==> src/hw/rtl/skt_pkg.sv <==
// skt_pkg: types, codes and defaults shared by the sorted key table files.
// Depends on nothing; every other file of the block refers to it by scoped names.
`default_nettype none

package skt_pkg;

    // Default sizes, handed to the top level parameters
    localparam int CAPACITY_DEF    = 64;
    localparam int HANDLE_BITS_DEF = 32;

    // Fixed field widths of the item ports
    localparam int KEY_W    = 64;
    localparam int HANDLE_W = 32;
    localparam int POS_W    = 6;
    localparam int CNT_W    = 7;

    // Command codes
    typedef enum logic [2:0] {
        OP_INSERT     = 3'd0,
        OP_REMOVE_KEY = 3'd1,
        OP_REMOVE_POS = 3'd2,
        OP_FIND       = 3'd3,
        OP_READ_POS   = 3'd4,
        OP_CLEAR      = 3'd5
    } op_e;

    // Result status codes
    typedef enum logic [1:0] {
        STS_OK     = 2'd0,
        STS_FULL   = 2'd1,
        STS_ABSENT = 2'd2,
        STS_RANGE  = 2'd3
    } status_e;

    // Sequencer states
    typedef enum logic [3:0] {
        S_IDLE,
        S_SRCH_RD,
        S_SRCH_CMP,
        S_DISPATCH,
        S_POS_RD,
        S_POS_CAP,
        S_UP_RD,
        S_UP_WR,
        S_INS_WR,
        S_DN_RD,
        S_DN_WR,
        S_DONE
    } state_e;

    typedef struct packed {
        logic [2:0]          operation;
        logic [KEY_W-1:0]    key;
        logic [HANDLE_W-1:0] handle;
        logic [POS_W-1:0]    position;
    } cmd_item_t;

    typedef struct packed {
        logic                found;
        logic [CNT_W-1:0]    where_at;
        logic [KEY_W-1:0]    entry_key;
        logic [HANDLE_W-1:0] entry_handle;
        logic [CNT_W-1:0]    entry_count;
        logic [1:0]          status;
    } rsp_item_t;

endpackage

`default_nettype wire

==> src/hw/rtl/skt_ctrl.sv <==
// skt_ctrl: sequencer and shared key comparator of the sorted key table.
// Runs the binary search, the shift loops and the result register. Uses skt_pkg.
`default_nettype none

module skt_ctrl #(
    parameter int CAPACITY    = skt_pkg::CAPACITY_DEF,
    parameter int HANDLE_BITS = skt_pkg::HANDLE_BITS_DEF
) (
    input  wire logic                          clk,
    input  wire logic                          rst_n,
    input  wire logic                          cmd_valid,
    output logic                               cmd_stall,
    input  wire skt_pkg::cmd_item_t            cmd,
    output logic                               rsp_valid,
    input  wire logic                          rsp_stall,
    output skt_pkg::rsp_item_t                 rsp,
    output logic                               wr_en,
    output logic      [$clog2(CAPACITY)-1:0]   wr_addr,
    output logic      [skt_pkg::KEY_W-1:0]     wr_key,
    output logic      [((HANDLE_BITS < skt_pkg::HANDLE_W) ? HANDLE_BITS
                        : skt_pkg::HANDLE_W)-1:0] wr_handle,
    output logic      [$clog2(CAPACITY)-1:0]   rd_addr,
    input  wire logic [skt_pkg::KEY_W-1:0]     rd_key,
    input  wire logic [((HANDLE_BITS < skt_pkg::HANDLE_W) ? HANDLE_BITS
                        : skt_pkg::HANDLE_W)-1:0] rd_handle
);

    localparam int HW = (HANDLE_BITS < skt_pkg::HANDLE_W) ? HANDLE_BITS : skt_pkg::HANDLE_W;
    localparam int AW = $clog2(CAPACITY);
    localparam int CW = $clog2(CAPACITY + 1);
    localparam int KW = skt_pkg::KEY_W;
    localparam logic [CW:0] CAP_W1 = (CW + 1)'(CAPACITY);

    // Control registers
    skt_pkg::state_e state_reg, state_next;
    logic [CW-1:0]   count_reg, count_next;
    logic            out_valid_reg, out_valid_next;

    // Working and payload registers
    logic [2:0]               op_reg, op_next;
    logic [KW-1:0]            key_reg, key_next;
    logic [HW-1:0]            handle_reg, handle_next;
    logic [skt_pkg::POS_W-1:0] pos_reg, pos_next;
    logic [CW-1:0]            lo_reg, lo_next;
    logic [CW-1:0]            hi_reg, hi_next;
    logic [CW-1:0]            mid_reg, mid_next;
    logic [CW-1:0]            idx_reg, idx_next;
    logic                     hit_reg, hit_next;
    logic [KW-1:0]            sv_key_reg, sv_key_next;
    logic [HW-1:0]            sv_handle_reg, sv_handle_next;
    logic                     found_reg, found_next;
    logic [skt_pkg::CNT_W-1:0] where_reg, where_next;
    logic [KW-1:0]            ek_reg, ek_next;
    logic [HW-1:0]            eh_reg, eh_next;
    skt_pkg::status_e         status_reg, status_next;
    skt_pkg::rsp_item_t       out_reg, out_next;

    // Comparator and index arithmetic
    logic          key_lt;
    logic          key_eq;
    logic [CW-1:0] mid;
    logic [CW:0]   lo_w1;
    logic [CW:0]   idx_w1;
    logic [CW:0]   count_w1;
    logic          pos_in_range;

    assign key_lt   = (rd_key < key_reg);
    assign key_eq   = (rd_key == key_reg);
    assign mid      = lo_reg + ((hi_reg - lo_reg) >> 1);
    assign lo_w1    = {1'b0, lo_reg};
    assign idx_w1   = {1'b0, idx_reg};
    assign count_w1 = {1'b0, count_reg};
    assign pos_in_range = (32'(cmd.position) < 32'(count_reg));

    // Hold control state
    always_ff @(posedge clk or negedge rst_n)
    begin
        if (!rst_n)
        begin
            state_reg     <= skt_pkg::S_IDLE;
            count_reg     <= '0;
            out_valid_reg <= 1'b0;
        end
        else
        begin
            state_reg     <= state_next;
            count_reg     <= count_next;
            out_valid_reg <= out_valid_next;
        end
    end

    // Hold working values and the result
    always_ff @(posedge clk)
    begin
        op_reg        <= op_next;
        key_reg       <= key_next;
        handle_reg    <= handle_next;
        pos_reg       <= pos_next;
        lo_reg        <= lo_next;
        hi_reg        <= hi_next;
        mid_reg       <= mid_next;
        idx_reg       <= idx_next;
        hit_reg       <= hit_next;
        sv_key_reg    <= sv_key_next;
        sv_handle_reg <= sv_handle_next;
        found_reg     <= found_next;
        where_reg     <= where_next;
        ek_reg        <= ek_next;
        eh_reg        <= eh_next;
        status_reg    <= status_next;
        out_reg       <= out_next;
    end

    // Sequencer: next state, memory access and result fields
    always_comb
    begin
        state_next     = state_reg;
        count_next     = count_reg;
        out_valid_next = out_valid_reg;
        op_next        = op_reg;
        key_next       = key_reg;
        handle_next    = handle_reg;
        pos_next       = pos_reg;
        lo_next        = lo_reg;
        hi_next        = hi_reg;
        mid_next       = mid_reg;
        idx_next       = idx_reg;
        hit_next       = hit_reg;
        sv_key_next    = sv_key_reg;
        sv_handle_next = sv_handle_reg;
        found_next     = found_reg;
        where_next     = where_reg;
        ek_next        = ek_reg;
        eh_next        = eh_reg;
        status_next    = status_reg;
        out_next       = out_reg;

        wr_en     = 1'b0;
        wr_addr   = lo_reg[AW-1:0];
        wr_key    = key_reg;
        wr_handle = handle_reg;
        rd_addr   = mid[AW-1:0];

        // Drop the result once taken
        if (out_valid_reg && !rsp_stall)
        begin
            out_valid_next = 1'b0;
        end

        unique case (state_reg)
            skt_pkg::S_IDLE:
            begin
                if (cmd_valid)
                begin
                    op_next     = cmd.operation;
                    key_next    = cmd.key;
                    handle_next = HW'(cmd.handle);
                    pos_next    = cmd.position;
                    lo_next     = '0;
                    hi_next     = count_reg;
                    hit_next    = 1'b0;
                    found_next  = 1'b0;
                    where_next  = '0;
                    ek_next     = '0;
                    eh_next     = '0;
                    status_next = skt_pkg::STS_OK;
                    state_next  = skt_pkg::S_DONE;
                    unique case (cmd.operation)
                        skt_pkg::OP_INSERT,
                        skt_pkg::OP_REMOVE_KEY,
                        skt_pkg::OP_FIND:
                        begin
                            state_next = skt_pkg::S_SRCH_RD;
                        end
                        skt_pkg::OP_REMOVE_POS,
                        skt_pkg::OP_READ_POS:
                        begin
                            where_next = skt_pkg::CNT_W'(cmd.position);
                            if (pos_in_range)
                            begin
                                state_next = skt_pkg::S_POS_RD;
                            end
                            else
                            begin
                                status_next = skt_pkg::STS_RANGE;
                            end
                        end
                        skt_pkg::OP_CLEAR:
                        begin
                            count_next = '0;
                        end
                        default:
                        begin
                            // Unused codes change nothing
                        end
                    endcase
                end
            end

            // Probe the middle of the open range
            skt_pkg::S_SRCH_RD:
            begin
                rd_addr = mid[AW-1:0];
                if (lo_reg < hi_reg)
                begin
                    mid_next   = mid;
                    state_next = skt_pkg::S_SRCH_CMP;
                end
                else
                begin
                    state_next = skt_pkg::S_DISPATCH;
                end
            end

            // Narrow the range; keep the latest upper-bound entry
            skt_pkg::S_SRCH_CMP:
            begin
                if (key_lt)
                begin
                    lo_next = mid_reg + CW'(1);
                end
                else
                begin
                    hi_next        = mid_reg;
                    hit_next       = key_eq;
                    sv_key_next    = rd_key;
                    sv_handle_next = rd_handle;
                end
                state_next = skt_pkg::S_SRCH_RD;
            end

            // Act on the search outcome
            skt_pkg::S_DISPATCH:
            begin
                where_next = skt_pkg::CNT_W'(lo_reg);
                state_next = skt_pkg::S_DONE;
                if (op_reg == skt_pkg::OP_INSERT)
                begin
                    if (hit_reg)
                    begin
                        wr_en      = 1'b1;
                        found_next = 1'b1;
                        ek_next    = key_reg;
                        eh_next    = handle_reg;
                    end
                    else if (count_w1 >= CAP_W1)
                    begin
                        status_next = skt_pkg::STS_FULL;
                    end
                    else
                    begin
                        idx_next = count_reg;
                        if (count_reg > lo_reg)
                        begin
                            state_next = skt_pkg::S_UP_RD;
                        end
                        else
                        begin
                            state_next = skt_pkg::S_INS_WR;
                        end
                    end
                end
                else if (hit_reg)
                begin
                    found_next = 1'b1;
                    ek_next    = sv_key_reg;
                    eh_next    = sv_handle_reg;
                    if (op_reg == skt_pkg::OP_REMOVE_KEY)
                    begin
                        idx_next = lo_reg;
                        if ((lo_w1 + (CW + 1)'(1)) < count_w1)
                        begin
                            state_next = skt_pkg::S_DN_RD;
                        end
                        else
                        begin
                            count_next = count_reg - CW'(1);
                        end
                    end
                end
                else
                begin
                    status_next = skt_pkg::STS_ABSENT;
                end
            end

            // Fetch the entry at the given position
            skt_pkg::S_POS_RD:
            begin
                rd_addr    = AW'(pos_reg);
                state_next = skt_pkg::S_POS_CAP;
            end

            skt_pkg::S_POS_CAP:
            begin
                found_next = 1'b1;
                ek_next    = rd_key;
                eh_next    = rd_handle;
                idx_next   = CW'(pos_reg);
                state_next = skt_pkg::S_DONE;
                if (op_reg == skt_pkg::OP_REMOVE_POS)
                begin
                    if ((32'(pos_reg) + 32'd1) < 32'(count_reg))
                    begin
                        state_next = skt_pkg::S_DN_RD;
                    end
                    else
                    begin
                        count_next = count_reg - CW'(1);
                    end
                end
            end

            // Move entries up by one, top first
            skt_pkg::S_UP_RD:
            begin
                rd_addr    = AW'(idx_reg - CW'(1));
                state_next = skt_pkg::S_UP_WR;
            end

            skt_pkg::S_UP_WR:
            begin
                wr_en     = 1'b1;
                wr_addr   = idx_reg[AW-1:0];
                wr_key    = rd_key;
                wr_handle = rd_handle;
                idx_next  = idx_reg - CW'(1);
                if ((idx_reg - CW'(1)) > lo_reg)
                begin
                    state_next = skt_pkg::S_UP_RD;
                end
                else
                begin
                    state_next = skt_pkg::S_INS_WR;
                end
            end

            // Place the new entry at the insertion point
            skt_pkg::S_INS_WR:
            begin
                wr_en      = 1'b1;
                wr_addr    = lo_reg[AW-1:0];
                count_next = count_reg + CW'(1);
                ek_next    = key_reg;
                eh_next    = handle_reg;
                state_next = skt_pkg::S_DONE;
            end

            // Move entries down by one, bottom first
            skt_pkg::S_DN_RD:
            begin
                rd_addr    = AW'(idx_w1 + (CW + 1)'(1));
                state_next = skt_pkg::S_DN_WR;
            end

            skt_pkg::S_DN_WR:
            begin
                wr_en     = 1'b1;
                wr_addr   = idx_reg[AW-1:0];
                wr_key    = rd_key;
                wr_handle = rd_handle;
                idx_next  = idx_reg + CW'(1);
                if ((idx_w1 + (CW + 1)'(2)) < count_w1)
                begin
                    state_next = skt_pkg::S_DN_RD;
                end
                else
                begin
                    count_next = count_reg - CW'(1);
                    state_next = skt_pkg::S_DONE;
                end
            end

            // Hand the result to the output register when it is free
            skt_pkg::S_DONE:
            begin
                if (!out_valid_reg || !rsp_stall)
                begin
                    out_next.found        = found_reg;
                    out_next.where_at     = where_reg;
                    out_next.entry_key    = ek_reg;
                    out_next.entry_handle = skt_pkg::HANDLE_W'(eh_reg);
                    out_next.entry_count  = skt_pkg::CNT_W'(count_reg);
                    out_next.status       = status_reg;
                    out_valid_next        = 1'b1;
                    state_next            = skt_pkg::S_IDLE;
                end
            end

            default:
            begin
                state_next = skt_pkg::S_IDLE;
            end
        endcase
    end

    assign cmd_stall = (state_reg != skt_pkg::S_IDLE);
    assign rsp_valid = out_valid_reg;
    assign rsp       = out_reg;

endmodule

`default_nettype wire

==> config.mk <==
export PLATFORM = sky130hd
export DESIGN_NAME = skt_ctrl
export DESIGN_NICKNAME = d
export VERILOG_FILES = /design/src/hw/rtl/skt_pkg.sv /design/src/hw/rtl/skt_ctrl.sv
export SDC_FILE = /design/constraint.sdc
export NUM_CORES = 1
export LEC_CHECK = 0
export ABC_AREA = 0
export CAP_MARGIN = 20
export CORE_ASPECT_RATIO = 0.7
export CORE_MARGIN = 2
export CORE_UTILIZATION = 40
export CTS_CLUSTER_DIAMETER = 200
export DETAILED_ROUTE_END_ITERATION = 8
export DONT_BUFFER_PORTS = 1
export PLACE_DENSITY = 0.61
export SYNTH_ARGS = -nofsm -noshare
export SYNTH_HDL_FRONTEND = slang
export SYNTH_SLANG_ARGS = --single-unit
==> constraint.sdc <==
create_clock -name clk -period 23.4 [get_ports clk]
set_input_delay 3.51 -clock clk [delete_from_list [all_inputs] [get_ports clk]]
set_output_delay 3.51 -clock clk [all_outputs]
set_load 0.01 [all_outputs]
==> run metrics, run 1 <==
TritonCTS clock tree=built; post-route cell area=0.0239 mm2; WP data required=19.89 ns; slew margin rel.=31.2%; via count=13.4k; hold depth=0; Worst Hold Endpoint=rsp[41]; Area Growth Syn to Fin=11.4%; clock latency at the later pin of the worst-skew pair=0.58 ns; register area share after synthesis=64.2%; core area=0.0534 mm2; fin crit period=7.39 ns; Netlist cell types=75; Total GRT Usage=21.1%; clock skew=0.0259 ns; Sw Ratio=34.5%; Comb power frac=28.8%; Crit Path Class=in2out; Post-DP Area=0.0222 mm2; Place WS=16.01 ns; Non-Filler Instances=2293; worst endpoint data arrival time=3.88 ns; Root Driver=clkbuf_16; CP cell instances=inv_1 > o21ai_0; Main synth FF type=edfxtp_1; CTS buffer count=47; post-layout util=44.8%; Post-Route WL=60800 um; dpl cells=2206; Die Span Y=198 um; setup_tns=0 ns; Post-DP HPWL=42100 um; routed vias/inst=5.84; Reg-to-Reg Start=key_reg[57]; max_cap viols=0; register share of total power=44.9%; CP startpoint kind=input pin; Rows=71; register bit total from synthesis=461; final setup vio count=0; Mapped Cells=1526; gr ovfl total=0; number of flip-flops in the largest register=113; die area=0.0556 mm2; Pint=0.00204 W; RSZ-0062 raised after global routing=no; Max clock buf depth=3; initial antenna violation count=2; Hold WC Path Type=reg2reg; # diodes=0; PD cells=130 mW/mm2; Hold Vio Cnt, Final=0; Iter 0 DRT Violations=1496; slowest stage delay, CP=0.34 ns; Syn Nets=1861; Pre-antenna DRT Iters=9; average wire per standard cell=26.5 um; switching pwr=0.00107 W; r2r setup slk=19.25 ns; I/O Pins=429; Die X=281 um; vias in the first global route=13.0k; period utilisation layout=31.6%; async set-reset flop share out of synthesis=2.60%; # DRC=0; Sink Count=461; Least-Margin Pin Slew=1.02 ns; status=finished clean; Worst Setup SP=rd_key[0]; CP Capture Type=output pin; CP max FO=3; Port Buffer Count=0; Slowest-stage cell, CP=o21ai_0; maximum resistive drop on vdd=0.0723 mV; CTS clk-pin slew, worst paths=0.06 ns; Post-CTS Setup Bufs=0; slack of the critical path=16.01 ns; reg2reg end=sv_handle_reg[1]; Clock H-tree levels=2; Worst Reg2Reg Path Length in Cells=10; Crit path buffers/inverters=1; Initial Util=40.2%; Final Wtd Congestion=0.903; Clock power frac=26.3%; antenna-violating nets left=0; largest net degree at the start of global routing=110; Max Fclk=135 MHz; Post-synth EDFFs=449; Total Nets Final=1860; Ys Warns=0; Hold Crit Start=ek_reg[0]; cts repair resizes=0; first-pass GRT wire length=85900 um; Mean Syn Cell Area=14.1 um2; fin. max-slew vios=0; CP top delay family=compound AO/OA/AOI/OAI gates; synthesized cell area=0.0215 mm2; Post-CTS Hold Fix Bufs=0; layout cells sized above 1=13.6%; leakage power=9.16 nW
power by group through the flow:
| stage | combinational, W | clock, W | sequential [W] |
|---|---|---|---|
| 2_1_floorplan | 0.000669 | 0 | 0.00136 |
| 3_3_place_gp | 0.000882 | 0 | 0.00141 |
| 3_5_place_dp | 0.000899 | 0 | 0.00141 |
| 4_1_cts | 0.000903 | 0.000833 | 0.00140 |
| 5_1_grt | 0.000982 | 0.000868 | 0.00142 |
| 6_report | 0.000897 | 0.000817 | 0.00140 |
per-stage QoR:
| stage | power, W | hold WS (ns) |
|---|---|---|
| 2_1_floorplan | 0.00203 | 0.400 |
| 3_3_place_gp | 0.00229 | 0.400 |
| 3_5_place_dp | 0.00231 | 0.405 |
| 4_1_cts | 0.00313 | 0.415 |
| 5_1_grt | 0.00327 | 0.415 |
| 6_report | 0.00311 | 0.412 |
Yosys cell counts, types with 5 or more instances:
| cell type | number | area (um2) |
|---|---|---|
| dfrtp_1 | 12 | 300 |
| a21o_1 | 8 | 60.1 |
| edfxtp_1 | 449 | 13500 |
| xor2_1 | 17 | 149 |
| o21ai_0 | 42 | 210 |
| o21bai_1 | 6 | 45.0 |
| inv_1 | 193 | 724 |
| nand2_1 | 66 | 248 |
| a222oi_1 | 98 | 981 |
| a221oi_1 | 5 | 43.8 |
| a21oi_1 | 61 | 305 |
| mux2_1 | 8 | 90.1 |
| mux2_2 | 97 | 1090 |
| mux2i_1 | 5 | 50.1 |
| a211oi_1 | 8 | 60.1 |
| o21a_1 | 5 | 37.5 |
| o21ai_1 | 12 | 60.1 |
| buf_1 | 6 | 22.5 |
| nor2_1 | 48 | 180 |
| and3_1 | 7 | 43.8 |
| nand3_1 | 32 | 160 |
| nor2b_1 | 7 | 43.8 |
| a31oi_1 | 10 | 62.6 |
| and4_1 | 5 | 43.8 |
| nor3_1 | 14 | 70.1 |
| buf_2 | 27 | 135 |
| nand4_1 | 17 | 106 |
| ha_1 | 127 | 1590 |
| o22ai_1 | 5 | 31.3 |
| clkbuf_1 | 24 | 90.1 |
| xnor2_1 | 25 | 219 |
cell families (layout without fill, tap and decap cells):
group                    Yosys count  in the layout  share of synthesized area [%]
AO/OA/AOI/OAI                    295            295                           10.3
multiplexers                     110            110                           5.74
adder cells (fa/ha/maj)          130            130                           7.68
flip-flops                       461            461                           64.2
buffers and inverters            259            296                           4.90
XOR/XNOR                          42             42                           1.71
AND/OR/NAND/NOR                  229            229                           5.46
layer usage:
layer | GRT usage, % | vias to the layer above | routed length (um)
li1 | - | 5913 | -
met1 | 30.0 | 6654 | 26500
met2 | 31.4 | 715 | 26900
met3 | 5.91 | 108 | 5940
met4 | 5.84 | 2 | 1480
met5 | 0 | - | 12
worst max-delay path by stage:
stage / end / slack [ns] / cells after the start
6_report: wr_key[0] / 16.01 / 2
5_1_grt: rd_addr[5] / 15.80 / 11
4_1_cts: rd_addr[5] / 16.01 / 11
3_5_place_dp: wr_key[0] / 16.01 / 2
3_3_place_gp: wr_key[0] / 16.02 / 2
2_1_floorplan: rsp[0] / 10.82 / 2
placed cells by master (no fill, tap or decap), drive strengths merged, types with 19 or more instances in the layout:
master	instances
edfxtp	449
inv	197
ha	127
mux2	105
a222oi	98
nand2	67
a21oi	61
o21ai	55
clkbuf	51
nor2	49
nand3	33
xnor2	25
clkinv	19
layout make-up:
cell class	instances	area [um2]
Fill cell	4740	29500
Sequential cell	461	13800
Multi-Input combinational cell	806	6700
Clock buffer	51	1210
Tap cell	730	913
Inverter	193	727
Clock inverter	36	472
Timing Repair Buffer	16	120
No activity file was read; power rests on OpenSTA's default activity.
==> run 2: changes to the inputs <==
==> constraint.sdc (replaced) <==
create_clock -name clk -period 7.1 [get_ports clk]
set_input_delay 1.065 -clock clk [delete_from_list [all_inputs] [get_ports clk]]
set_output_delay 1.065 -clock clk [all_outputs]
set_load 0.01 [all_outputs]
==> run metrics, run 2 (synthesis gave the netlist of run 1 again) <==
status=finished clean; Non-Filler Instances=2288 (-0.22%); CTS clk-pin slew, worst paths=0.07 ns (about the same); grt peak-use layer=met2; maximum resistive drop on vdd=0.210 mV (+190%); clock skew=0.0303 ns (+0.00437 ns); Hold Vio Cnt, Final=0 (unchanged); initial antenna violation count=6 (+4); Area Growth Syn to Fin=10.5%; post-route cell area=0.0237 mm2 (-0.86%); routed vias/inst=5.85 (+0.14%); # DRC=0 (unchanged); most frequent cells in the layout=edfxtp_1 (449), inv_1 (192), ha_1 (127); Initial Util=40.2% (unchanged); Post-DP HPWL=43100 um (+2.6%); die area=0.0556 mm2 (unchanged); Crit Path Class=reg2out; fillers=4734 (-0.13%); largest net degree at the start of global routing=113 (+2.7%); met1 usage=30.6% (+0.62 points); RSZ-0062 raised after global routing=no; fin crit period=4.85 ns; Least-Margin Pin Slew=1.11 ns (+0.0922 ns); CP startpoint kind=flop; Post-CTS Hold Fix Bufs=0 (unchanged); core area=0.0534 mm2 (unchanged); period utilisation layout=68.3%; first-pass GRT wire length=87200 um (+1.5%); routing usage on met3=6.87% (+0.96 points); Total Nets Final=1858 (-0.11%); Clock H-tree levels=2 (unchanged); cts repair resizes=0 (unchanged); Pre-antenna DRT Iters=8 (-1); CP max FO=109 (+106); Die X=281 um (unchanged); r2r setup slk=3.06 ns (-16.19 ns); M2 GR Usage=31.2% (-0.26 points); clock latency at the later pin of the worst-skew pair=0.58 ns (about the same); Tot Pwr=0.00995 W (+220%); leakage power=9.03 nW (-1.4%); Total GRT Usage=21.3% (+0.28 points); CP Capture Type=output pin; layout cells sized above 1=12.5% (-1.1 points); Post-CTS Setup Bufs=0 (unchanged); Hold WC Path Type=in2async; Die Span Y=198 um (unchanged); I/O Pins=429 (unchanged); fin. max-slew vios=0 (unchanged); WP data required=6.03 ns (-13.86 ns); Root Driver=clkbuf_16; final setup vio count=0 (unchanged); slew margin rel.=25.4% (-5.8 points); antenna-violating nets left=0 (unchanged); Post-DP Area=0.0223 mm2 (about the same); setup_tns=0 ns (unchanged); Max clock buf depth=3 (unchanged); dpl cells=2203 (-0.14%); PD cells=420 mW/mm2 (+220%); Post-Route WL=61700 um (+1.4%); CTS buffer count=47 (unchanged); max_cap viols=0 (unchanged); commonest non-fill, non-tap cell in the layout=edfxtp_1; average wire per standard cell=27.0 um (+1.6%); Sink Count=461 (unchanged); Final Wtd Congestion=0.943 (+4.4%); Max Fclk=206 MHz; Rows=71 (unchanged); vias in the first global route=12.8k (-0.95%); Port Buffer Count=0 (unchanged); TritonCTS clock tree=built; gr ovfl total=0 (unchanged); worst endpoint data arrival time=3.79 ns (-0.09 ns); via count=13.4k (-0.082%); Iter 0 DRT Violations=1910 (+28%); number of flip-flops in the largest register=113 (unchanged)
==> run 2: changes by cell type in the layout (fill, tap and decap cells not counted) <==
cell,before,now
buf_12,0,3
buf_4,16,11
bufinv_16,10,3
clkbuf_1,2,10
clkbuf_8,2,0
clkinv_1,8,12
clkinv_2,8,4
clkinvlp_4,3,2
diode_2,0,1
inv_4,1,0
inv_8,1,0
nor3b_2,2,1
nor3b_4,0,1
==> run 2: final timing paths <==
path | cells after the start | endpoint | from
max in group asynchronous | 0 | state_reg[1] | rst_n
hold / removal | 0 | count_reg[2] | rst_n
min in group clk | 0 | rsp[24] | eh_reg[15]
hold reg to reg | 0 | rsp[24] | eh_reg[15]
setup reg to reg | 12 | count_reg[6] | state_reg[2]
setup / recovery | 5 | wr_key[0] | state_reg[2]
==> run 2: report_power, final <==
group	switching (W)	total, W	leakage (nW)	internal (W)
Combinational	0.00194	0.00296	4.01	0.00102
Sequential	0.000511	0.00461	4.32	0.00410
Clock	0.00106	0.00239	0.695	0.00133
==> run 2: routing by layer <==
| layer | up-vias | wire length [um] |
|---|---|---|
| met4 | 4 | 1280 |
| met3 | 102 | 6760 |
| li1 | 5884 | - |
| met1 | 6590 | 26800 |
| met2 | 801 | 26800 |
| met5 | - | 27 |
==> run 2: layout make-up <==
cell class	count	area [um2]	share of cell area, %
inverters	193	729	3.07
well taps	730	913	3.85
multi-input cells	806	6710	28.3
repair buffers	14	143	0.601
clock buffers	57	1210	5.12
flip-flops and latches	461	13800	58.1
clock inverters	26	229	0.965
diodes	1	2.50	0.0105
==> run 2: through the flow <==
step	util, %	setup slack, ns	hold WS [ns]
3_3_place_gp	41.7	2.80	0.401
6_report	44.4	2.25	0.181
3_5_place_dp	41.7	2.78	0.405
2_1_floorplan	-	1.01	0.400
5_1_grt	44.4	2.13	0.152
4_1_cts	44.4	2.35	0.154
==> run 2: worst max-delay path: stages, from the launching register on <==
cell,delay (ns)
dfrtp_1,0.96
nor2b_1,0.36
nand2_1,0.14
nand2_1,0.24
nand2_8,0.42
o21ai_0,0.82
